**src/rtl/serial_command_frame_handler_top_defines.svh**
```systemverilog
// assertion macros shared by the serial command frame handler rtl
`ifndef SERIAL_COMMAND_FRAME_HANDLER_TOP_DEFINES_SVH
`define SERIAL_COMMAND_FRAME_HANDLER_TOP_DEFINES_SVH

// same-cycle implication, checked on every rising clk edge out of reset
`define SCFH_ASSERT_IMPL(label, ante, cons) \
  label: assert property (@(posedge clk) disable iff (rst) (ante) |-> (cons)) \
    else $error("scfh assertion failed");

// next-cycle implication, checked on every rising clk edge out of reset
`define SCFH_ASSERT_NEXT(label, ante, cons) \
  label: assert property (@(posedge clk) disable iff (rst) (ante) |=> (cons)) \
    else $error("scfh assertion failed");

`endif

```
**src/rtl/scfh_pkg.sv**
```systemverilog
// types and constants of the serial command frame handler
`default_nettype none

package scfh_pkg;

  localparam int unsigned BURST_BYTES = 20;
  localparam int unsigned POS_W       = 5;
  localparam int unsigned IDX_W       = 5;

  localparam logic [7:0] HEADER_BYTE = 8'hAA;
  localparam logic [7:0] TAIL_BYTE   = 8'h55;

  localparam logic [7:0] CMD_REPORT    = 8'h01;
  localparam logic [7:0] CMD_PERIOD    = 8'h02;
  localparam logic [7:0] CMD_THRESHOLD = 8'h03;
  localparam logic [7:0] CMD_LED       = 8'h04;
  localparam logic [7:0] CMD_HISTORY   = 8'h05;
  localparam logic [7:0] CMD_ALARM     = 8'h06;

  localparam logic [7:0] PERIOD_MAX    = 8'd60;
  localparam logic [7:0] THRESHOLD_MAX = 8'd127;
  localparam logic [7:0] LED_MAX       = 8'd2;

  localparam logic [IDX_W-1:0] MIN_FRAME_LEN = 5'd5;

  localparam logic [5:0] PERIOD_RESET    = 6'd1;
  localparam logic [6:0] THRESHOLD_RESET = 7'd30;

  typedef enum logic [1:0] {
    PH_HUNT  = 2'd0,
    PH_FRAME = 2'd1,
    PH_DONE  = 2'd2,
    PH_DROP  = 2'd3
  } phase_t;

  typedef enum logic [3:0] {
    RSP_LED       = 4'd0,
    RSP_CHECK_ERR = 4'd1,
    RSP_OK        = 4'd2,
    RSP_RANGE_ERR = 4'd3,
    RSP_REPORT    = 4'd4,
    RSP_HISTORY   = 4'd5,
    RSP_ALARM_ON  = 4'd6,
    RSP_ALARM_OFF = 4'd7,
    RSP_UNKNOWN   = 4'd8
  } resp_t;

endpackage

`default_nettype wire

```
**src/rtl/serial_command_frame_handler_top.sv**
```systemverilog
// serial command frame handler: frame parser, command execution and result register
//
// channel | dir | tdata                                   | tuser
// s_*     | in  | [7:0] rx_byte                           | command (1 = line idle)
// m_*     | out | [3:0] response_code [9:4] sample_period  | -
//         |     | [16:10] alarm_threshold [18:17] led_mode |
//         |     | [19] alarm_enabled [23:20] zero          |
//
// one item per cycle unless a result stalls: an input register feeds one step of parse or execute
// logic that writes the burst state and, at line idle, the result register
// for an idle item, the input register and then the result register lie between input accept and result valid
// s_tready drops only while an idle item waits behind an untaken result
// rst is synchronous: burst state cleared, settings back to period 1, threshold 30
`default_nettype none
`include "serial_command_frame_handler_top_defines.svh"

module serial_command_frame_handler_top (
  input  logic        clk,
  input  logic        rst,
  input  logic        s_tvalid,
  output logic        s_tready,
  input  logic [7:0]  s_tdata,   // [7:0] rx_byte
  input  logic        s_tuser,   // [0] command
  output logic        m_tvalid,
  input  logic        m_tready,
  output logic [23:0] m_tdata    // [3:0] code, [9:4] period, [16:10] threshold,
                                 // [18:17] led, [19] alarm, [23:20] zero
);

  // input register
  logic       in_valid;
  logic       in_cmd;
  logic [7:0] in_byte;
  logic       advance;

  // burst state
  logic [scfh_pkg::POS_W-1:0] burst_position, burst_position_next;
  scfh_pkg::phase_t           phase, phase_next;
  logic [scfh_pkg::IDX_W-1:0] frame_index, frame_index_next;
  logic [7:0]                 running_xor, running_xor_next;
  logic [7:0]                 command_byte, command_byte_next;
  logic [7:0]                 argument_byte, argument_byte_next;

  // settings
  logic [5:0] period_setting, period_setting_next;
  logic [6:0] threshold_setting, threshold_setting_next;
  logic [1:0] led_setting, led_setting_next;
  logic       alarm_setting, alarm_setting_next;

  logic              take_en;
  logic              emit;
  logic              frame_ok;
  scfh_pkg::resp_t   code;
  scfh_pkg::resp_t   exec_code;
  logic              header_late;

  // result register
  scfh_pkg::resp_t out_code;
  logic [5:0]      out_period;
  logic [6:0]      out_threshold;
  logic [1:0]      out_led;
  logic            out_alarm;

  // byte items never wait; an idle item waits only for a free result register
  assign advance  = in_valid && (!in_cmd || !m_tvalid || m_tready);
  assign s_tready = !in_valid || advance;

  always_ff @(posedge clk) begin
    if (rst) begin
      in_valid <= 1'b0;
    end else if (s_tready) begin
      in_valid <= s_tvalid;
    end
    if (s_tready && s_tvalid) begin
      in_cmd  <= s_tuser;
      in_byte <= s_tdata;
    end
  end

  assign take_en = advance && !in_cmd &&
                   (burst_position < scfh_pkg::POS_W'(scfh_pkg::BURST_BYTES));
  assign emit    = advance && in_cmd && (phase == scfh_pkg::PH_FRAME ||
                                         phase == scfh_pkg::PH_DONE);
  assign frame_ok = (phase == scfh_pkg::PH_DONE) &&
                    (frame_index >= scfh_pkg::MIN_FRAME_LEN) && (running_xor == 8'h00);
  assign header_late = ({1'b0, burst_position} + 6'd6) > 6'(scfh_pkg::BURST_BYTES);

  // next phase
  always_comb begin
    phase_next = phase;
    if (advance && in_cmd) begin
      phase_next = scfh_pkg::PH_HUNT;
    end else if (take_en) begin
      unique case (phase)
        scfh_pkg::PH_HUNT: begin
          if (in_byte == scfh_pkg::HEADER_BYTE) begin
            phase_next = header_late ? scfh_pkg::PH_DROP : scfh_pkg::PH_FRAME;
          end
        end
        scfh_pkg::PH_FRAME: begin
          if (in_byte == scfh_pkg::TAIL_BYTE) begin
            phase_next = scfh_pkg::PH_DONE;
          end
        end
        scfh_pkg::PH_DONE,
        scfh_pkg::PH_DROP: phase_next = phase;
        default:           phase_next = phase;
      endcase
    end
  end

  // burst datapath
  always_comb begin
    burst_position_next = burst_position;
    frame_index_next    = frame_index;
    running_xor_next    = running_xor;
    command_byte_next   = command_byte;
    argument_byte_next  = argument_byte;
    if (advance && in_cmd) begin
      burst_position_next = '0;
      frame_index_next    = '0;
      running_xor_next    = '0;
      command_byte_next   = '0;
      argument_byte_next  = '0;
    end else if (take_en) begin
      burst_position_next = burst_position + 1'b1;
      if (phase == scfh_pkg::PH_HUNT) begin
        if (in_byte == scfh_pkg::HEADER_BYTE && !header_late) begin
          frame_index_next = scfh_pkg::IDX_W'(1);
        end
      end else if (phase == scfh_pkg::PH_FRAME) begin
        frame_index_next = frame_index + 1'b1;
        if (in_byte != scfh_pkg::TAIL_BYTE) begin
          if (frame_index >= scfh_pkg::IDX_W'(2)) begin
            running_xor_next = running_xor ^ in_byte;
          end
          if (frame_index == scfh_pkg::IDX_W'(2)) begin
            command_byte_next = in_byte;
          end
          if (frame_index == scfh_pkg::IDX_W'(3)) begin
            argument_byte_next = in_byte;
          end
        end
      end
    end
  end

  // command execution
  always_comb begin
    period_setting_next    = period_setting;
    threshold_setting_next = threshold_setting;
    led_setting_next       = led_setting;
    alarm_setting_next     = alarm_setting;
    exec_code              = scfh_pkg::RSP_UNKNOWN;
    unique case (command_byte)
      scfh_pkg::CMD_REPORT: exec_code = scfh_pkg::RSP_REPORT;
      scfh_pkg::CMD_PERIOD: begin
        if (argument_byte != 8'd0 && argument_byte <= scfh_pkg::PERIOD_MAX) begin
          period_setting_next = argument_byte[5:0];
          exec_code           = scfh_pkg::RSP_OK;
        end else begin
          exec_code = scfh_pkg::RSP_RANGE_ERR;
        end
      end
      scfh_pkg::CMD_THRESHOLD: begin
        if (argument_byte != 8'd0 && argument_byte <= scfh_pkg::THRESHOLD_MAX) begin
          threshold_setting_next = argument_byte[6:0];
          exec_code              = scfh_pkg::RSP_OK;
        end else begin
          exec_code = scfh_pkg::RSP_RANGE_ERR;
        end
      end
      scfh_pkg::CMD_LED: begin
        // out-of-range mode keeps the led as is but still answers with the led code, not a range error
        if (argument_byte <= scfh_pkg::LED_MAX) begin
          led_setting_next = argument_byte[1:0];
        end
        exec_code = scfh_pkg::RSP_LED;
      end
      scfh_pkg::CMD_HISTORY: exec_code = scfh_pkg::RSP_HISTORY;
      scfh_pkg::CMD_ALARM: begin
        alarm_setting_next = (argument_byte == 8'd1);
        exec_code = (argument_byte == 8'd1) ? scfh_pkg::RSP_ALARM_ON
                                            : scfh_pkg::RSP_ALARM_OFF;
      end
      default: exec_code = scfh_pkg::RSP_UNKNOWN;
    endcase
    if (!frame_ok) begin
      period_setting_next    = period_setting;
      threshold_setting_next = threshold_setting;
      led_setting_next       = led_setting;
      alarm_setting_next     = alarm_setting;
    end
  end

  assign code = frame_ok ? exec_code : scfh_pkg::RSP_CHECK_ERR;

  always_ff @(posedge clk) begin
    if (rst) begin
      burst_position    <= '0;
      phase             <= scfh_pkg::PH_HUNT;
      frame_index       <= '0;
      running_xor       <= '0;
      command_byte      <= '0;
      argument_byte     <= '0;
      period_setting    <= scfh_pkg::PERIOD_RESET;
      threshold_setting <= scfh_pkg::THRESHOLD_RESET;
      led_setting       <= 2'd0;
      alarm_setting     <= 1'b0;
      m_tvalid          <= 1'b0;
    end else begin
      burst_position <= burst_position_next;
      phase          <= phase_next;
      frame_index    <= frame_index_next;
      running_xor    <= running_xor_next;
      command_byte   <= command_byte_next;
      argument_byte  <= argument_byte_next;
      if (emit) begin
        period_setting    <= period_setting_next;
        threshold_setting <= threshold_setting_next;
        led_setting       <= led_setting_next;
        alarm_setting     <= alarm_setting_next;
        m_tvalid          <= 1'b1;
      end else if (m_tready) begin
        m_tvalid <= 1'b0;
      end
    end
  end

  always_ff @(posedge clk) begin
    if (emit) begin
      out_code      <= code;
      out_period    <= period_setting_next;
      out_threshold <= threshold_setting_next;
      out_led       <= led_setting_next;
      out_alarm     <= alarm_setting_next;
    end
  end

  assign m_tdata = {4'b0000, out_alarm, out_led, out_threshold, out_period, out_code};

  `SCFH_ASSERT_IMPL(a_pos_bound, 1'b1,
                    burst_position <= scfh_pkg::POS_W'(scfh_pkg::BURST_BYTES))
  `SCFH_ASSERT_NEXT(a_idle_clears, advance && in_cmd,
                    burst_position == '0 && phase == scfh_pkg::PH_HUNT && running_xor == 8'h00)
  `SCFH_ASSERT_IMPL(a_hunt_clean, phase == scfh_pkg::PH_HUNT,
                    frame_index == '0 && running_xor == 8'h00)
  `SCFH_ASSERT_IMPL(a_settings_range, 1'b1,
                    period_setting != 6'd0 && period_setting <= 6'd60 &&
                    threshold_setting != 7'd0 && led_setting != 2'd3)
  `SCFH_ASSERT_IMPL(a_result_from_idle, $rose(m_tvalid), $past(emit))

endmodule

`default_nettype wire
```
**config.mk**
```make
export PLATFORM = sky130hd
export DESIGN_NAME = serial_command_frame_handler_top
export DESIGN_NICKNAME = d
export VERILOG_FILES = /design/src/rtl/scfh_pkg.sv /design/src/rtl/serial_command_frame_handler_top.sv
export VERILOG_INCLUDE_DIRS = /design/src /design/src/rtl
export SDC_FILE = /design/constraint.sdc
export NUM_CORES = 1
export LEC_CHECK = 0
export ABC_CLOCK_PERIOD_IN_PS = 3750
export CAP_MARGIN = 15
export CORE_MARGIN = 10
export CORE_UTILIZATION = 65
export DETAILED_ROUTE_END_ITERATION = 8
export DONT_BUFFER_PORTS = 1
export PLACE_DENSITY = 0.81
export SLEW_MARGIN = 15
export SYNTH_ARGS = -nofsm -noshare
export SYNTH_HDL_FRONTEND = slang
export SYNTH_SLANG_ARGS = --single-unit
```
**constraint.sdc**
```tcl
create_clock -name clk -period 3.75 [get_ports clk]
set_input_delay 0 -clock clk [delete_from_list [all_inputs] [get_ports clk]]
set_output_delay 0 -clock clk [all_outputs]
set_load 0.01 [all_outputs]
```
==> results of run 1 <==
-- sequential cells by signal, summed over array words and instances, names as in the netlist --
name	cells
out_threshold	7
in_cmd	1
out_alarm	1
in_byte	8
out_code	4
running_xor	8
period_setting	6
out_period	6
led_setting	2
frame_index	5
threshold_setting	7
burst_position	5
phase	2
command_byte	8
argument_byte	8
m_tvalid	1
in_valid	1
out_led	2
alarm_setting	1
-- worst max-delay path, stage by stage, from the launching register on --
cell     delay [ps]
dfxtp_1         490
nor4_1          170
and3b_1         230
or4_1           690
nor2_2          390
mux2_2          390
-- cell type report --
cell class	instances	area, sq um
sequential	83	1950
timing repair buffer	13	128
fill	407	1440
multi-input combinational	268	1730
inverter	14	52.6
clock buffer	10	128
clock inverter	6	88.8
tap	72	90.1
-- routing by layer --
metal,vias to the layer above,GRT usage
li1,1415,-
met2,98,0.290
met5,-,0
met4,0,0.0733
met1,1374,0.228
met3,15,0.0504
-- worst max path at each step --
stage,startpoint,end,slack [ps],cells after the start
CTS,argument_byte[0]$_SDFFE_PP0P_,out_threshold[6]$_DFFE_PP_,1180,5
floorplan,command_byte[0]$_SDFFE_PP0P_,out_period[0]$_DFFE_PP_,1490,7
finish,argument_byte[3]$_SDFFE_PP0P_,out_threshold[6]$_DFFE_PP_,1150,5
global placement,command_byte[1]$_SDFFE_PP0P_,out_period[0]$_DFFE_PP_,1260,5
detailed placement,argument_byte[0]$_SDFFE_PP0P_,out_threshold[6]$_DFFE_PP_,1210,5
global route,argument_byte[0]$_SDFFE_PP0P_,out_threshold[1]$_DFFE_PP_,980,5
-- through the flow --
stage	power [mW]	worst slack [ps]	hold WS (ps)	instance area (sq um)
4_1_cts	1.68	1180	84.2	4170
6_report	1.68	1150	93.1	4170
2_1_floorplan	0.984	1490	69.1	3860
3_3_place_gp	0.988	1260	71.6	3830
3_5_place_dp	0.989	1210	74.3	3830
5_1_grt	1.73	981	110	4170
-- kinds of logic (layout without fill, tap and decap cells) --
kind of cell / Yosys count / in the layout / synth area share
other: 1 / 4 / 0.000975
AO/OA/AOI/OAI: 71 / 71 / 0.115
AND/OR/NAND/NOR: 151 / 151 / 0.214
flip-flops: 83 / 83 / 0.507
XOR/XNOR: 13 / 13 / 0.0296
multiplexers: 18 / 18 / 0.0520
buffers and inverters: 37 / 43 / 0.0452
adder cells (fa/ha/maj): 11 / 11 / 0.0358
-- synth_stat cells, types with 3 or more instances --
cell and number:
buf_4 6, clkbuf_1 12, xor2_1 11, nor4bb_1 4
nor2_1 27, nand3b_1 4, o21ai_2 4, nand4_1 17
a21oi_1 17, and2_1 3, nor3_1 7, nor2b_1 3
or4_1 4, o21ai_0 23, a211oi_1 5, mux2_2 14
inv_1 14, or3_1 3, o21ai_1 6, ha_1 11
dfxtp_1 54, buf_2 4, nand2b_1 4, edfxtp_1 29
nand2_1 25, nand3_1 34
-- report_power, final --
part | switching (mW) | leakage [nW] | internal (mW) | total (mW)
sequential | 0.00741 | 0.727 | 0.933 | 0.940
clock | 0.323 | 0.105 | 0.377 | 0.700
combinational | 0.0251 | 0.634 | 0.0157 | 0.0408
==> impl_metrics.csv, run 1 <==
group,metric,value,unit
timing,drv_slew,0,
worst_setup_path,r2r_start,"argument_byte[3]$_SDFFE_PP0P_",
worst_setup_path,reg2reg_slack,1150,ps
routing,wl_per_cell,18.4,um
synthesis,yosys_register_bits,83,
min_path,hold_start,"rst",
routing,wl_met2,4.03,mm
global_route,grt_pass1_vias,2826,
routing,num_vias,2902,
global_route,grt_max_degree,26,
clock_network,cts_root_buffer,"clkbuf_8",
worst_setup_path,crit_type,"register to register",
place,place_congestion,0.823,
worst_setup_path,path_max_fanout,9,
min_path,min_path_cells,4,
routing,wl_met3,550,um
synthesis,async_flop_share,0,
min_path,hp-class,"primary input to register",
timing,fin_crit_sh,0.695,
routing,drt_first_pass_iters,5,
place,placed_cells,438,
routing,drc_errors,0,
min_path,hold_end,"command_byte[6]$_SDFFE_PP0P_",
pwr,power_density,403,nW/um^2
outcome,status,"complete, no violations",
global_route,overflow,0,
synthesis,syn_area,3850,sq um
synthesis,ys_seq_area_frac,0.507,
routing,final_antenna_net_count,0,
pwr,ir_drop,0.392,mV
timing,worst_slew_pin_slew,933,ps
clock_network,clk_pin_slew_worst_paths,90,ps
timing,hold_viol,0,
routing,wl,8.56,mm
worst_setup_path,rr_worst_depth,5,
synthesis,avgSynthCellArea,9.99,sq um
synthesis,ys.warnings.count,0,
timing,clock-skew-final,7.94,ps
timing,finalWorstPathRequiredPeriod,2600,ps
die,ioPinCount,39,
layout,final_cell_mix,"dfxtp_1, nand3_1, edfxtp_1",
place,hpwlAfterDp,5.76,mm
layout,layout.cells.non_filler,466,
worst_setup_path,crit_arrival,2710,ps
global_route,grtUsageTotal,0.183,
layout,syn_to_final_growth,8.42,%
synthesis,syn_inst,385,
clock_network,cts_hold_buf,12,
routing,drt-met1-wl,3.82,mm
flow_run,cap_violations,0,
synthesis,ys_dominant_reg_cell,"dfxtp_1",
clock_network,cts.sinks,83,
synthesis,synthTopCellsByArea,"dfxtp_1, edfxtp_1, nand3_1",
pwr,leakage,1.47,nW
die,initial_utilization,0.686,
die,dieWidth,96.9,um
die,core_area,5610,sq um
clock_network,cts_resized,0,
synthesis,synth.largest_area_cell,"dfxtp_1",
layout,fin_util,0.744,
timing,max_slew_margin,0.372,
layout,n_antenna_cell,0,
timing,rsz0062_at_grt,"no",
worst_setup_path,end_kind,"register",
synthesis,synth_edf_count,29,
worst_setup_path,cp_data_required_time,3860,ps
die,die_area,9400,sq um
place,io_buffers,0,
clock_network,cts_buffer_depth,2,
global_route,grt_pass1_wl,14.5,mm
routing,top_layer,"met4",
clock_network,cts_buffers,9,
layout,nets,413,
timing,max_freq,384,MHz
clock_network,htreeDepth,3,
die,num_rows,27,
routing,vias_per_cell,6.23,
clock_network,cts_setup_buffers,0,
routing,drt_iter0_drc,225,
layout,drive_gt1_frac,0.104,
synthesis,yosys.cell_types.count,56,
synthesis,synth_top_area_frac,0.281,
timing,setup_viol,0,
worst_setup_path,cp-start-kind,"register",
die,die_y,96.9,um
global_route,antenna_found_initial,0,
timing,tns,0,ps
clock_network,clk_latency,350,ps
layout,layout_commonest_cell,"dfxtp_1",
clock_network,cts_tree,"done",
worst_setup_path,reg2reg_to,"out_threshold[6]$_DFFE_PP_",
Note: power is estimated with default switching activity, not from simulation.
==> inputs of run 2 (changes only) <==
--- a/config.mk
+++ b/config.mk
@@ -6,13 +6,14 @@
 export SDC_FILE = /design/constraint.sdc
 export NUM_CORES = 1
 export LEC_CHECK = 0
-export ABC_CLOCK_PERIOD_IN_PS = 3750
+export ABC_AREA = 1
+export ABC_CLOCK_PERIOD_IN_PS = 2200
 export CAP_MARGIN = 15
 export CORE_MARGIN = 10
-export CORE_UTILIZATION = 65
+export CORE_UTILIZATION = 57
 export DETAILED_ROUTE_END_ITERATION = 8
 export DONT_BUFFER_PORTS = 1
-export PLACE_DENSITY = 0.81
+export PLACE_DENSITY = 0.75
 export SLEW_MARGIN = 15
 export SYNTH_ARGS = -nofsm -noshare
 export SYNTH_HDL_FRONTEND = slang
==> constraint.sdc (replaced) <==
create_clock -name clk -period 2.2 [get_ports clk]
set_input_delay 0 -clock clk [delete_from_list [all_inputs] [get_ports clk]]
set_output_delay 0 -clock clk [all_outputs]
set_load 0.01 [all_outputs]
==> run 2 against run 1 <==
Compared with the run above:
- global-route usage decreased by 3.4 points
- flip-flop and latch count unchanged
- combinational power increased by 94%
- sequential share of layout area decreased by 2.7 points
- routed wire length decreased by 5.1%
- worst hold slack got worse by 63 ps
- first-iteration DRC count decreased by 25%
- die area increased by 16%
- final area increased by 6.1%
- highest routed layer unchanged
- critical path type unchanged
- maximum frequency increased by 32%
- critical path depth increased by 3
==> impl_metrics.csv, run 2 <==
group,metric,value,unit
die,core_area,6870,sq um
timing,hold_viol,0,
synthesis,yosysMostFrequentCell,"nand2_1",
clock_network,htreeDepth,3,
worst_setup_path,cp_num_buf_inv,1,
routing,drt_iter0_drc,169,
timing,max_freq,507,MHz
pwr,clkPwrFrac,0.392,
die,dieWidth,104,um
clock_network,cts_root_buffer,"clkbuf_8",
layout,final_cell_mix,"nand2_1, inv_1, dfxtp_1",
synthesis,ys_dominant_reg_cell,"dfxtp_1",
synthesis,ys_seq_area_frac,0.481,
timing,drv_slew,0,
clock_network,cts_buffers,9,
worst_setup_path,cpPeakStageDelay,350,ps
place,io_buffers,0,
timing,fin_crit_sh,0.896,
die,ioPinCount,39,
pwr,leakage,1.80,nW
timing,setup_viol,0,
clock_network,cts.sinks,83,
worst_setup_path,crit_arrival,2100,ps
global_route,grt_pass1_wl,13.7,mm
synthesis,ys.warnings.count,0,
routing,wl_per_cell,13.0,um
clock_network,cts_tree,"done",
clock_network,clk_latency,360,ps
die,die_y,104,um
synthesis,synth_top_area_frac,0.266,
worst_setup_path,slowest_stage,"dfxtp_1",
pwr,intPower,2.15,mW
global_route,grtUsageTotal,0.149,
layout,layout_commonest_cell,"nand2_1",
routing,num_vias,3234,
die,initial_utilization,0.591,
synthesis,avgSynthCellArea,7.95,sq um
clock_network,clk_pin_slew_worst_paths,90,ps
pwr,power_frac_comb,0.029,
synthesis,synth_edf_count,29,
timing,rsz0062_at_grt,"no",
layout,layout.cells.non_filler,626,
global_route,grt_pass1_vias,3046,
worst_setup_path,crit_chain,"inv_1 -> ha_1 -> nand2_1 -> nor2_1 -> nand3_1 -> nor2_2 -> nand4_1 -> and2_1",
worst_setup_path,end_kind,"register",
worst_setup_path,path_delay_family,"simple AND/OR/NAND/NOR gates",
place,placed_cells,598,
layout,nets,549,
synthesis,syn_inst,511,
timing,tns,0,ps
routing,wl,8.12,mm
routing,drt_first_pass_iters,4,
layout,final_cell_area,4430,sq um
place,place_congestion,0.845,
synthesis,synth.largest_area_cell,"dfxtp_1",
place,dpl_cell_area,4120,sq um
place,hpwlAfterDp,5.96,mm
synthesis,yosys.cell_types.count,34,
synthesis,syn_area,4060,sq um
routing,drc_errors,0,
layout,drive_gt1_frac,0.0755,
timing,finalWorstPathRequiredPeriod,1970,ps
routing,final_antenna_net_count,0,
worst_setup_path,cp-start-kind,"register",
worst_setup_path,cp_data_required_time,2330,ps
pwr,power_switching,0.624,mW
min_path,hp-class,"primary input to register",
pwr,power_frac_seq,0.580,
global_route,antenna_found_initial,0,
die,num_rows,30,
worst_setup_path,path_max_fanout,9,
die,die_area,10900,sq um
pwr,ir_drop,0.265,mV
pwr,swShare,0.225,
routing,vias_per_cell,5.17,
pwr,power_density,626,nW/um^2
layout,n_antenna_cell,0,
outcome,status,"complete, no violations",
layout,syn_to_final_growth,9.03,%
synthesis,yosys_register_bits,83,
global_route,overflow,0,
timing,clock-skew-final,8.13,ps
global_route,grt_max_degree,33,
flow_run,cap_violations,0,
worst_setup_path,crit_type,"register to register",
synthesis,synthTopCellsByArea,"dfxtp_1, edfxtp_1, nand2_1",
synthesis,ys_top_cells_by_count,"nand2_1, inv_1, dfxtp_1",
clock_network,cts_resized,0,
clock_network,cts_buffer_depth,2,
synthesis,async_flop_share,0,
-- run 2: power groups by stage --
| stage | logic, mW | clock network (mW) | registers [mW] |
|---|---|---|---|
| 6_report | 0.0791 | 1.09 | 1.61 |
| 5_1_grt | 0.0906 | 1.17 | 1.61 |
| 4_1_cts | 0.0787 | 1.09 | 1.61 |
| 3_5_place_dp | 0.0594 | 0 | 1.64 |
| 3_3_place_gp | 0.0573 | 0 | 1.64 |
| 2_1_floorplan | 0.0592 | 0 | 1.64 |
-- run 2: logic make-up after synthesis --
| kind of cell | Yosys count | share of synthesized area |
|---|---|---|
| compound gates | 90 | 0.121 |
| xor+xnor | 1 | 0.00216 |
| fa+ha+maj | 11 | 0.0339 |
| buf+inv | 85 | 0.0924 |
| flops | 83 | 0.481 |
| other cells | 1 | 0.000923 |
| simple gates | 240 | 0.269 |
-- run 2: final cells by class --
| cell class | instances | area [sq um] |
|---|---|---|
| fill | 608 | 2440 |
| timing repair buffer | 15 | 155 |
| clock buffer | 10 | 128 |
| sequential | 83 | 1950 |
| multi-input combinational | 346 | 1750 |
| inverter | 70 | 263 |
| tap | 96 | 120 |
| clock inverter | 6 | 65.1 |
-- run 2: worst reg2reg max path, delay by kind of cell, from the launching register on --
kind | cells | cell delay, ps
simple gates | 6 | 1080
flops | 1 | 350
fa+ha+maj | 1 | 230
buf+inv | 1 | 90
-- run 2: timing repair --
action	CTS	global route
buffers inserted	0	0
endpoints found under the hold margin	17	0
hold buffers	12	0
-- run 2: through the flow --
| stage | hold slack (ps) | power, mW | utilization | setup slack [ps] |
|---|---|---|---|---|
| after floorplan | 98.9 | 1.70 | - | 548 |
| after global routing | 34.9 | 2.87 | 0.645 | 28.9 |
| after global placement | 71.6 | 1.70 | 0.599 | 286 |
| after detailed placement | 74.1 | 1.70 | 0.599 | 254 |
| final | 30.0 | 2.77 | 0.645 | 228 |
| after CTS | 25.8 | 2.78 | 0.645 | 244 |
-- run 2: metal layers --
layer | track usage | up-vias | part of all wire
met4 | 0.0616 | 0 | 0.018
met3 | 0.0366 | 14 | 0.036
met1 | 0.163 | 1458 | 0.43
met5 | 0 | - | 0
li1 | - | 1701 | -
met2 | 0.265 | 61 | 0.52
-- run 2: path summary, 6_finish.rpt --
kind	from	endpoint	slack, ps	cells after the start
setup / recovery	phase[0]$_SDFFE_PP0P_	out_threshold[3]$_DFFE_PP_	230	8
hold / removal	rst	running_xor[1]$_SDFFE_PP0P_	30	4
setup reg to reg	phase[0]$_SDFFE_PP0P_	out_threshold[3]$_DFFE_PP_	230	8
hold reg to reg	command_byte[6]$_SDFFE_PP0P_	command_byte[6]$_SDFFE_PP0P_	450	2
